File: src/sv/shdt_pkg.sv
`timescale 1ns / 1ps
// ---------------------------------------------------------------------------
// shdt_pkg
// shared types and constants of the string hash direct-mapped table
// ---------------------------------------------------------------------------
package shdt_pkg;

   localparam int TABLE_DEPTH = 64;
   localparam int HANDLE_BITS = 16;
   localparam int CHAR_W      = 7;
   localparam int CSR_W       = 7;
   localparam int ACC_W       = 64;
   localparam int HALF_W      = ACC_W / 2;
   localparam int POS_W       = 32;
   localparam int MULT_W      = POS_W + 1;
   localparam int SLOT_W      = (TABLE_DEPTH > 1) ? $clog2(TABLE_DEPTH) : 1;
   localparam int SIZE_W      = $clog2(TABLE_DEPTH + 1);
   localparam int EXT_W       = (CSR_W > SIZE_W) ? CSR_W : SIZE_W;
   localparam int CSR_RESET   = 64;

   // remainder unit: quotient bits retired per cycle
   localparam int MOD_BITS    = 4;
   localparam int MOD_STEPS   = ACC_W / MOD_BITS;
   localparam int MOD_CNT_W   = $clog2(MOD_STEPS);

   localparam logic OP_PUT = 1'b0;
   localparam logic OP_GET = 1'b1;

   typedef struct packed {
      logic                   operation;
      logic [CHAR_W-1:0]      key_char;
      logic                   key_last;
      logic [HANDLE_BITS-1:0] put_handle;
   } req_type;

   typedef struct packed {
      logic                   found;
      logic [HANDLE_BITS-1:0] got_handle;
      logic [SLOT_W-1:0]      slot_index;
   } rsp_type;

   typedef enum logic [2:0] {
      ST_IDLE,
      ST_MUL_LO,
      ST_MUL_HI,
      ST_ADD,
      ST_MOD,
      ST_LOOKUP,
      ST_RESULT
   } state_type;

   typedef struct packed {
      logic load;
      logic mul_lo;
      logic mul_hi;
      logic add;
      logic mod_step;
      logic lookup;
      logic rsp_load;
   } cmd_type;

   typedef struct packed {
      logic item_last;
      logic mod_done;
      logic rsp_free;
   } sts_type;

endpackage

File: src/sv/string_hash_direct_mapped_table.sv
`timescale 1ns / 1ps
// one request in flight; the 16-step remainder (4 bits a cycle)
//   and the two-pass 32x33 multiply set the per-key cost
// reset: synchronous, clears hash state, slot valid bits and table size to 64
// ---------------------------------------------------------------------------
// string_hash_direct_mapped_table
// character-serial key hash into a direct-mapped handle table (put / get)
// ---------------------------------------------------------------------------
module string_hash_direct_mapped_table (
   input  logic                       clock,
   input  logic                       reset,
   // request channel, one key character per request
   input  logic                       req_valid,
   output logic                       req_ready,
   input  shdt_pkg::req_type          req_data,
   // response channel, one response per key end
   output logic                       rsp_valid,
   input  logic                       rsp_ready,
   output shdt_pkg::rsp_type          rsp_data,
   // table size register
   input  logic                       csr_we,
   input  logic [shdt_pkg::CSR_W-1:0] csr_wdata
);

   // command and status between sequencer and datapath
   shdt_pkg::cmd_type cmd;
   shdt_pkg::sts_type sts;

   // sequencer: idle -> multiply low half -> multiply high half -> add,
   // then on a key end remainder steps -> table access -> response
   shdt_ctrl u_ctrl (
      .clock     (clock),
      .reset     (reset),
      .req_valid (req_valid),
      .req_ready (req_ready),
      .sts       (sts),
      .cmd       (cmd)
   );

   // datapath: 64-bit wrapping hash, shared multiplier, remainder unit,
   // 64-entry handle memory with valid bits, response register
   // the response register lets a new request in while a response waits
   shdt_dp u_dp (
      .clock     (clock),
      .reset     (reset),
      .req_data  (req_data),
      .csr_we    (csr_we),
      .csr_wdata (csr_wdata),
      .rsp_data  (rsp_data),
      .rsp_valid (rsp_valid),
      .rsp_ready (rsp_ready),
      .cmd       (cmd),
      .sts       (sts)
   );

endmodule

File: src/sv/shdt_ctrl.sv
`timescale 1ns / 1ps
// ---------------------------------------------------------------------------
// shdt_ctrl
// sequencer for hashing, remainder and table access
// ---------------------------------------------------------------------------
module shdt_ctrl (
   input  logic              clock,
   input  logic              reset,
   input  logic              req_valid,
   output logic              req_ready,
   input  shdt_pkg::sts_type sts,
   output shdt_pkg::cmd_type cmd
);

   shdt_pkg::state_type state_ff;
   shdt_pkg::state_type state_in;

   always_ff @(posedge clock) begin
      if (reset) begin
         state_ff <= shdt_pkg::ST_IDLE;
      end else begin
         state_ff <= state_in;
      end
   end

   always_comb begin
      state_in = state_ff;
      unique case (state_ff)
         shdt_pkg::ST_IDLE: begin
            if (req_valid) state_in = shdt_pkg::ST_MUL_LO;
         end
         shdt_pkg::ST_MUL_LO: state_in = shdt_pkg::ST_MUL_HI;
         shdt_pkg::ST_MUL_HI: state_in = shdt_pkg::ST_ADD;
         shdt_pkg::ST_ADD: begin
            state_in = sts.item_last ? shdt_pkg::ST_MOD : shdt_pkg::ST_IDLE;
         end
         shdt_pkg::ST_MOD: begin
            if (sts.mod_done) state_in = shdt_pkg::ST_LOOKUP;
         end
         shdt_pkg::ST_LOOKUP: state_in = shdt_pkg::ST_RESULT;
         shdt_pkg::ST_RESULT: begin
            if (sts.rsp_free) state_in = shdt_pkg::ST_IDLE;
         end
         default: state_in = shdt_pkg::ST_IDLE;
      endcase
   end

   always_comb begin
      cmd       = '0;
      req_ready = 1'b0;
      unique case (state_ff)
         shdt_pkg::ST_IDLE: begin
            req_ready = 1'b1;
            cmd.load  = req_valid;
         end
         shdt_pkg::ST_MUL_LO: cmd.mul_lo   = 1'b1;
         shdt_pkg::ST_MUL_HI: cmd.mul_hi   = 1'b1;
         shdt_pkg::ST_ADD:    cmd.add      = 1'b1;
         shdt_pkg::ST_MOD:    cmd.mod_step = 1'b1;
         shdt_pkg::ST_LOOKUP: cmd.lookup   = 1'b1;
         shdt_pkg::ST_RESULT: cmd.rsp_load = sts.rsp_free;
         default: cmd = '0;
      endcase
   end

endmodule

File: src/sv/shdt_dp.sv
`timescale 1ns / 1ps
// ---------------------------------------------------------------------------
// shdt_dp
// hash accumulator, shared multiplier, remainder unit, slot table, response
// ---------------------------------------------------------------------------
module shdt_dp (
   input  logic                              clock,
   input  logic                              reset,
   input  shdt_pkg::req_type                 req_data,
   input  logic                              csr_we,
   input  logic [shdt_pkg::CSR_W-1:0]        csr_wdata,
   output shdt_pkg::rsp_type                 rsp_data,
   output logic                              rsp_valid,
   input  logic                              rsp_ready,
   input  shdt_pkg::cmd_type                 cmd,
   output shdt_pkg::sts_type                 sts
);

   localparam int DEPTH = shdt_pkg::TABLE_DEPTH;

   // table size, held already clamped to 1..depth
   logic [shdt_pkg::SIZE_W-1:0] size_ff;
   logic [shdt_pkg::SIZE_W-1:0] size_in;
   logic [shdt_pkg::EXT_W-1:0]  wdata_ext;

   // hash state
   logic [shdt_pkg::ACC_W-1:0]  acc_ff;
   logic [shdt_pkg::POS_W-1:0]  pos_ff;
   logic [shdt_pkg::MULT_W-1:0] mult_ff;
   logic [shdt_pkg::ACC_W-1:0]  prod_ff;
   logic [shdt_pkg::HALF_W-1:0] hi_ff;

   // latched item fields
   logic                             op_ff;
   logic                             last_ff;
   logic [shdt_pkg::HANDLE_BITS-1:0] handle_ff;

   // shared multiplier
   logic [shdt_pkg::HALF_W-1:0]               mul_a;
   logic [shdt_pkg::HALF_W+shdt_pkg::MULT_W-1:0] mul_full;

   // remainder unit
   logic [shdt_pkg::ACC_W-1:0]     div_ff;
   logic [shdt_pkg::SLOT_W-1:0]    rem_ff;
   logic [shdt_pkg::SLOT_W-1:0]    rem_in;
   logic [shdt_pkg::MOD_CNT_W-1:0] cnt_ff;

   // slot table
   logic [DEPTH-1:0]                 valid_ff;
   logic [shdt_pkg::HANDLE_BITS-1:0] mem [DEPTH];
   logic [shdt_pkg::HANDLE_BITS-1:0] rdata_ff;
   logic                             found_ff;

   logic              rsp_valid_ff;
   shdt_pkg::rsp_type rsp_data_ff;
   shdt_pkg::rsp_type rsp_data_in;

   always_comb begin
      wdata_ext = shdt_pkg::EXT_W'(csr_wdata);
      if (wdata_ext == '0) begin
         size_in = shdt_pkg::SIZE_W'(1);
      end else if (wdata_ext > shdt_pkg::EXT_W'(DEPTH)) begin
         size_in = shdt_pkg::SIZE_W'(DEPTH);
      end else begin
         size_in = shdt_pkg::SIZE_W'(wdata_ext);
      end
   end

   always_ff @(posedge clock) begin
      if (reset) begin
         size_ff <= shdt_pkg::SIZE_W'((shdt_pkg::CSR_RESET > DEPTH) ?
                                      DEPTH : shdt_pkg::CSR_RESET);
      end else if (csr_we) begin
         size_ff <= size_in;
      end
   end

   assign mul_a    = cmd.mul_hi ? acc_ff[shdt_pkg::ACC_W-1:shdt_pkg::HALF_W]
                                : acc_ff[shdt_pkg::HALF_W-1:0];
   assign mul_full = mul_a * mult_ff;

   always_ff @(posedge clock) begin
      if (reset) begin
         acc_ff <= '0;
         pos_ff <= '0;
      end else if (cmd.load) begin
         acc_ff <= acc_ff + shdt_pkg::ACC_W'(req_data.key_char);
         pos_ff <= pos_ff + shdt_pkg::POS_W'(1);
      end else if (cmd.add) begin
         if (last_ff) begin
            acc_ff <= '0;
            pos_ff <= '0;
         end else begin
            acc_ff <= prod_ff + {hi_ff, {shdt_pkg::HALF_W{1'b0}}};
         end
      end
   end

   always_ff @(posedge clock) begin
      if (cmd.load) begin
         mult_ff   <= shdt_pkg::MULT_W'(pos_ff) + shdt_pkg::MULT_W'(2);
         op_ff     <= req_data.operation;
         last_ff   <= req_data.key_last;
         handle_ff <= req_data.put_handle;
      end
      if (cmd.mul_lo) prod_ff <= mul_full[shdt_pkg::ACC_W-1:0];
      if (cmd.mul_hi) hi_ff   <= mul_full[shdt_pkg::HALF_W-1:0];
   end

   // restoring remainder, several dividend bits per cycle from the top
   always_comb begin
      logic [shdt_pkg::SLOT_W:0] r;
      r = {1'b0, rem_ff};
      for (int i = 0; i < shdt_pkg::MOD_BITS; i++) begin
         r = {r[shdt_pkg::SLOT_W-1:0], div_ff[shdt_pkg::ACC_W-1-i]};
         if (r >= (shdt_pkg::SLOT_W+1)'(size_ff)) begin
            r = r - (shdt_pkg::SLOT_W+1)'(size_ff);
         end
      end
      rem_in = r[shdt_pkg::SLOT_W-1:0];
   end

   always_ff @(posedge clock) begin
      if (reset) begin
         cnt_ff <= '0;
      end else if (cmd.add) begin
         cnt_ff <= '0;
      end else if (cmd.mod_step) begin
         cnt_ff <= cnt_ff + shdt_pkg::MOD_CNT_W'(1);
      end
   end

   always_ff @(posedge clock) begin
      if (cmd.add) begin
         div_ff <= prod_ff + {hi_ff, {shdt_pkg::HALF_W{1'b0}}};
         rem_ff <= '0;
      end else if (cmd.mod_step) begin
         div_ff <= div_ff << shdt_pkg::MOD_BITS;
         rem_ff <= rem_in;
      end
   end

   always_ff @(posedge clock) begin
      if (reset) begin
         valid_ff <= '0;
      end else if (cmd.lookup && op_ff == shdt_pkg::OP_PUT) begin
         valid_ff[rem_ff] <= 1'b1;
      end
   end

   always_ff @(posedge clock) begin
      if (cmd.lookup) begin
         if (op_ff == shdt_pkg::OP_PUT) mem[rem_ff] <= handle_ff;
         rdata_ff <= mem[rem_ff];
         found_ff <= valid_ff[rem_ff];
      end
   end

   always_comb begin
      rsp_data_in.slot_index = rem_ff;
      if (op_ff == shdt_pkg::OP_PUT) begin
         rsp_data_in.found      = 1'b1;
         rsp_data_in.got_handle = handle_ff;
      end else begin
         rsp_data_in.found      = found_ff;
         rsp_data_in.got_handle = found_ff ? rdata_ff : '0;
      end
   end

   always_ff @(posedge clock) begin
      if (reset) begin
         rsp_valid_ff <= 1'b0;
      end else if (cmd.rsp_load) begin
         rsp_valid_ff <= 1'b1;
      end else if (rsp_ready) begin
         rsp_valid_ff <= 1'b0;
      end
   end

   always_ff @(posedge clock) begin
      if (cmd.rsp_load) rsp_data_ff <= rsp_data_in;
   end

   assign rsp_valid     = rsp_valid_ff;
   assign rsp_data      = rsp_data_ff;
   assign sts.item_last = last_ff;
   assign sts.mod_done  = (cnt_ff == shdt_pkg::MOD_CNT_W'(shdt_pkg::MOD_STEPS - 1));
   assign sts.rsp_free  = !rsp_valid_ff || rsp_ready;

   a_no_handle_when_missing: assert property (@(posedge clock) disable iff (reset)
      rsp_valid_ff && !rsp_data_ff.found |-> rsp_data_ff.got_handle == '0)
      else $error("response without a hit carries a handle");

   a_rem_below_size: assert property (@(posedge clock) disable iff (reset)
      cmd.mod_step |-> (shdt_pkg::SIZE_W'(rem_ff) < size_ff))
      else $error("partial remainder not below table size");

   a_key_end_clears_hash: assert property (@(posedge clock) disable iff (reset)
      cmd.add && last_ff |=> acc_ff == '0 && pos_ff == '0)
      else $error("hash state not cleared at key end");

endmodule

File: config.mk
export PLATFORM = sky130hd
export DESIGN_NAME = string_hash_direct_mapped_table
export DESIGN_NICKNAME = d
export VERILOG_FILES = /design/src/sv/shdt_pkg.sv /design/src/sv/string_hash_direct_mapped_table.sv /design/src/sv/shdt_ctrl.sv /design/src/sv/shdt_dp.sv
export SDC_FILE = /design/constraint.sdc
export NUM_CORES = 2
export LEC_CHECK = 0
export ABC_AREA = 1
export BUFFER_PORTS_ARGS = -buffer_cell sky130_fd_sc_hd__buf_2
export CAP_MARGIN = 20
export CORE_AREA = 8 8 491 373
export DETAILED_ROUTE_END_ITERATION = 10
export DIE_AREA = 0 0 499 381
export PLACE_DENSITY_LB_ADDON = 0.1
export SYNTH_ARGS = -nofsm -noshare
export SYNTH_HDL_FRONTEND = slang
export SYNTH_HIERARCHICAL = 1
export SYNTH_SLANG_ARGS = --single-unit
File: constraint.sdc
create_clock -name clock -period 8.2 [get_ports clock]
set_clock_uncertainty 0.2 [all_clocks]
set_input_delay 0.41 -clock clock [delete_from_list [all_inputs] [get_ports clock]]
set_output_delay 0.41 -clock clock [all_outputs]
set_load 0.01 [all_outputs]
Yosys cells after proc, flatten, opt, wreduce, memory -nomap -nowiden
Memories as Yosys holds them, arrays and structs flattened. A register that Yosys moved wholly into a read port is not among the register bits.
Index checks and enable logic that the tools add are counted.
{"block": "word_totals", "elab_cells": 101, "mem_bits_rw": 1024, "regBits": 416, "n_memories": 1}
{"memory": "u_dp.mem", "depth": 64, "width": 16, "read_ports": 1, "rd_ports_with_merged_regs": 1, "wr": 1, "line_no": "shdt_dp.sv:50", "source": "logic [shdt_pkg::HANDLE_BITS-1:0] mem [DEPTH];"}
{"block": "classes", "mux": 39, "reduce_logical": 13, "n_lt_le_gt_ge": 7, "n_eq_ne": 10, "bitwise": 2, "mul": 1, "addsub": 9}
{"operator": "$mux W64", "count": 5}
{"operator": "$mux W32", "count": 4}
{"operator": "$add A64 B64 Y64", "count": 1}
{"operator": "$add A64 B7 Y64", "count": 1}
{"operator": "$mul A32 B33 Y64", "count": 1}
{"operator": "$or A64 B64 Y64", "count": 1}
{"operator": "$add A32 B2 Y33 const B", "count": 1}
{"operator": "$add A32 B1 Y32 const B", "count": 1}
{"operator": "$mux W16", "count": 2}
{"operator": "$ge A7 B7 Y1", "count": 4}
{"operator": "$mux W6", "count": 4}
{"operator": "$sub A6 B6 Y6", "count": 4}
{"operator": "$pmux W3 S7", "count": 1}
{"operator": "$mux W1", "count": 15}
{"operator": "$mux W7", "count": 2}
{"operator": "$mux W3", "count": 4}
{"operator": "$eq A3 B3 Y1 const B", "count": 3}
{"operator": "$reduce_bool A2 Y1", "count": 4}
{"operator": "$gt A7 B7 Y1 const B", "count": 1}
{"operator": "$logic_not A7 Y1", "count": 1}
{"operator": "$lt A6 B7 Y1 const B", "count": 1}
{"operator": "$bmux W1 S6", "count": 1}
{"operator": "$demux W1 S6", "count": 1}
{"operator": "$eq A3 B2 Y1 const B", "count": 2}
{"operator": "14 further kinds", "count": 16}

Logic depth before layout (Yosys ltp)
{"block": "depth", "ltp_word": 8, "mapped_depth": 38, "mapped_depth_nobuf": 38}

Hierarchy
The synthesis kept the hierarchy.
{"module": "shdt_dp", "n_inst": 1, "area_per_inst_um2": 95431.5, "seq_area_each_um2": 41850.1, "cells_each": 9915}
{"module": "shdt_ctrl", "n_inst": 1, "area_per_inst_um2": 203.9, "seq_area_each_um2": 60.1, "cells_each": 36}

Worst setup path after synthesis
OpenSTA, ideal clock, no wires.
{"block": "synth_path", "kind": "flip-flop to flip-flop", "start": "reg u_ctrl.state_ff[2]", "end": "reg u_dp/prod_ff[51] in the netlist's numbering (data pin)", "path_stages_with_launch": 36, "setup_slack_ns": -0.399, "synth_period_minus_slack_ns": 8.599, "arrival_ns": 8.146, "setup_time_ns": 0.253, "cell_sequence": "dfxtp_1 > inv_1 > nand3_1 > inv_1 > buf_2 > clkinv_1 > buf_2 > nand2_1 > nand2_1 > inv_1 > clkbuf_1 > nand2_1 > fa_1 > inv_1 > fa_1 > fa_1 > inv_1 > fa_1 > inv_1 > fa_1 > fa_1 > fa_1 > inv_1 > fa_1 > inv_1 > ha_1 > nand2_1 > nor2_1 > inv_1 > nor2_1 > inv_1 > nor2_1 > nand3_1 > or2_2 > nand4_1 > nand2_1"}
{"item": "start, declared", "line_no": "shdt_ctrl.sv:15", "source": "shdt_pkg::state_type state_ff;"}
{"item": "start signal, assigned", "line_no": "shdt_ctrl.sv:20", "source": "state_ff <= shdt_pkg::ST_IDLE;"}
{"item": "start signal, assigned", "line_no": "shdt_ctrl.sv:22", "source": "state_ff <= state_in;"}
{"item": "end signal, assigned", "line_no": "shdt_dp.sv:106", "source": "if (cmd.mul_lo) prod_ff <= mul_full[shdt_pkg::ACC_W-1:0];"}
{"item": "end, declared", "line_no": "shdt_dp.sv:30", "source": "logic [shdt_pkg::ACC_W-1:0] prod_ff;"}

==> out/results.tsv <==
stage	metric	value	unit
drt	first_pass_iters	8	
sta	setup_slack	0.179	ns
floorplan	fp.dieH	381	µm
clock_tree	cts_tree	yes	
drt	drt_iter0_markers	9275	
final_layout	synthToLayoutAreaGrowth	15.4	%
clock_tree	cts-root-buf	clkbuf_16	
setup_path	slowest_delay	0.60	ns
setup_path	arrival	8.36	ns
min_path	worstHoldStart	req_data[19]	
sta	tightest_slew	1.20	ns
global_routing	grt_use_met2	0.493	
setup_path	reg2reg_from	u_ctrl/state_ff[2]$_SDFFE_PP0P_	
final_layout	drive_above_1_share	0.124	
sta	finalHoldViolations	0	
clock_tree	clock_latency	0.82	ns
setup_path	reg2reg_to	u_dp/prod_ff[56]$_DFFE_PP_	
global_routing	grt_usage	0.353	
placement	placedCellCount	12600	
setup_path	slowest_stage	fa_1	
logic_synthesis	synth_seq_cells	1456	
placement	place_ws	-0.419	ns
sta	rsz0062_at_grt	true	
logic_synthesis	ys_warn_count	6	
logic_synthesis	yosysUniqueCellTypes	51	
drt	viasPerCell	5.83	
logic_synthesis	synthCells	9951	
global_routing	grt_pass1_wl	497	mm
placement	routabilityCongestion	1.03	
setup_path	cp_max_fo	16	
clock_tree	clk_pin_slew_worst_paths	0.06	ns
clock_tree	clock_sinks	1456	
global_routing	met1_usage	0.536	
global_routing	antenna_found_initial	20	
sta	final.period_utilization	0.978	
min_path	min_to	u_dp/acc_ff[2]$_SDFFE_PP0P_	
floorplan	rows	134	
final_layout	nNetsFinal	11800	
flow_run	drv_cap	0	
final_layout	seq_area	41900	µm²
floorplan	die_x	499	µm
sta	slew_headroom	0.198	
drt	drc	0	
drt	vias	75200	
sta	hold_slack	0.0470	ns
drt	wl_per_cell	26.4	µm
logic_synthesis	seq_area_frac_synth	0.438	
logic_synthesis	synthFlopType	edfxtp_1	
setup_path	crit_path_frequent_cell	fa_1	
global_routing	grt_max_degree	92	
min_path	hold_class	in2reg	
drt	ant_nets	0	
setup_path	worst-r2r-cell-count	30	
global_routing	use_met3	0.105	
final_layout	stdcell_count	12900	
final_layout	fillers	14700	
sta	period_minus_slack	8.02	ns
setup_path	regToRegSetupSlack	0.18	ns
logic_synthesis	synth_edf_count	1275	
logic_synthesis	netlist_area	95600	µm²
clock_tree	cts_buffers	147	
sta	tns	0	ns
drt	wirelength	341	mm
global_routing	grt_overflow	0	
global_routing	grt_pass1_vias	73600	
clock_tree	cts_buffer_depth	3	
setup_path	cp.required	8.54	ns
logic_synthesis	async_flop_share	0	
setup_path	start_kind	register	
run_status	outcome	completed	
setup_path	crit_type	reg2reg	
placement	hpwl	251	mm
sta	maxSlewViolCount	0	
floorplan	start_util	0.544	
sta	setup_viol	0	
sta	max_freq	0.125	GHz
clock_tree	htreeDepth	4	
floorplan	fp.dieArea	190000	µm²
placement	io_buffers	61	
floorplan	pin_count	62	
min_path	min_path_cells	4	
logic_synthesis	syn_area_per_cell	9.61	µm²
floorplan	core_area	176000	µm²
final_layout	multi_input_area	47900	µm²
logic_synthesis	synth_nets	11200	
global_routing	busiest_layer	met1	
setup_path	cp-end-kind	register	
==> kinds of logic (layout without fill, tap and decap cells) <==
group	count (synthesis)	after routing	share of synthesized area
AO/OA/AOI/OAI	875	875	0.0549
AND/OR/NAND/NOR	4329	4329	0.182
XOR/XNOR	120	120	0.0110
adder cells (fa/ha/maj)	1258	1258	0.238
flip-flops	1456	1456	0.438
buffers and inverters	1913	2554	0.0759
other	0	7	0
==> cells in the final DEF (no fill, tap or decap), drive strengths merged, types with 4 or more instances in the layout <==
| cell type | instances |
|---|---|
| and2 | 7 |
| nor3 | 63 |
| o2111ai | 21 |
| o22ai | 4 |
| edfxtp | 1275 |
| nand4 | 199 |
| o31ai | 5 |
| bufinv | 13 |
| nand3 | 304 |
| a21oi | 296 |
| buf | 698 |
| ha | 327 |
| and3 | 4 |
| xnor2 | 19 |
| a31oi | 15 |
| o211ai | 8 |
| fa | 931 |
| nand2 | 2591 |
| o21bai | 18 |
| clkbuf | 197 |
| nor4 | 8 |
| a21o | 6 |
| clkinv | 87 |
| dfxtp | 181 |
| nand3b | 10 |
| o21ai | 273 |
| or2 | 24 |
| a21boi | 8 |
| a22oi | 124 |
| xor2 | 101 |
| nor2 | 1116 |
| diode | 7 |
| dlygate4sd3 | 43 |
| o2bb2ai | 5 |
| a221oi | 17 |
| inv | 1508 |
| a22o | 53 |
| clkinvlp | 8 |
| o21a | 14 |
==> synth_stat cells (53+ instances only) <==
master    instances  area, µm²
edfxtp_1       1275      38300
dfxtp_1         181       3620
a22oi_1         124        931
a21oi_1         296       1480
nor2_1         1115       4190
nand2_1        2591       9730
nand4_1         198       1240
xor2_1          101        885
nor3_1           63        315
o21ai_0         258       1290
ha_1            327       4090
inv_1          1489       5590
nand3_1         298       1490
fa_1            931      18600
clkbuf_1        300       1130
a22o_1           53        464
==> cell type report <==
| cell class | count | share of cell area |
|---|---|---|
| Timing Repair Buffer | 745 | 0.0616 |
| Inverter | 1539 | 0.0529 |
| Clock buffer | 193 | 0.0361 |
| Clock inverter | 77 | 0.00941 |
| Sequential cell | 1456 | 0.380 |
| Antenna cell | 7 | 0.000159 |
| Multi-Input combinational cell | 6582 | 0.434 |
| Tap cell | 2312 | 0.0262 |
==> metal layers <==
| metal | vias up | wire length, µm |
|---|---|---|
| met3 | 567 | 46200 |
| met1 | 37500 | 146000 |
| li1 | 32900 | - |
| met5 | - | 34 |
| met4 | 6 | 10100 |
| met2 | 4295 | 139000 |
==> flip-flops by register name (all words and copies together), names as in the netlist, 7 cells and up <==
signal / flops
u_dp/prod_ff: 64
u_dp/pos_ff: 32
u_dp/size_ff: 7
u_dp/handle_ff: 16
u_dp/rsp_data: 23
u_dp/mem: 1024
u_dp/valid_ff: 64
u_dp/hi_ff: 32
u_dp/mult_ff: 33
u_dp/div_ff: 64
u_dp/rdata_ff: 16
u_dp/acc_ff: 64
==> worst max-delay path, delay by kind of cell, from the launching register on <==
kind                     cells  cell delay, ns
AO/OA/AOI/OAI                3            0.67
adder cells (fa/ha/maj)      9            4.18
buffers and inverters       11            1.47
flip-flops                   1            0.33
AND/OR/NAND/NOR              7            0.88
==> stage by stage <==
stage	util	cell area [µm²]
after floorplan	-	95700
after global placement	0.584	103000
after detailed placement	0.586	103000
after CTS	0.619	109000
after global routing	0.627	110000
final	0.627	110000
==> worst max-delay path by stage <==
| stage | to | slack [ns] | start | depth (start not counted) |
|---|---|---|---|---|
| 6_report | u_dp/prod_ff[56]$_DFFE_PP_ | 0.18 | u_ctrl/state_ff[2]$_SDFFE_PP0P_ | 30 |
| 5_1_grt | u_dp/prod_ff[61]$_DFFE_PP_ | -0.05 | u_ctrl/state_ff[2]$_SDFFE_PP0P_ | 39 |
| 4_1_cts | u_dp/prod_ff[39]$_DFFE_PP_ | -0.002 | u_ctrl/state_ff[0]$_SDFFE_PP0P_ | 31 |
| 3_5_place_dp | u_dp/prod_ff[37]$_DFFE_PP_ | -0.42 | u_ctrl/state_ff[0]$_SDFFE_PP0P_ | 32 |
| 3_3_place_gp | u_dp/prod_ff[31]$_DFFE_PP_ | -0.40 | u_ctrl/state_ff[0]$_SDFFE_PP0P_ | 28 |
| 2_1_floorplan | u_dp/prod_ff[60]$_DFFE_PP_ | 0.007 | u_ctrl/state_ff[0]$_SDFFE_PP0P_ | 30 |
==> what timing repair did <==
item	in CTS	in global routing
endpoints found under the setup margin	60	64
pin swaps	11	96
cloned	0	3
resized for setup	82	300
setup buffers	4	20
hold buffers	43	0
endpoints found under the hold margin	44	0
Power is left out: the tool's default activity adds up to more than one toggle a clock period on the data nets, which glitch-free logic cannot reach.
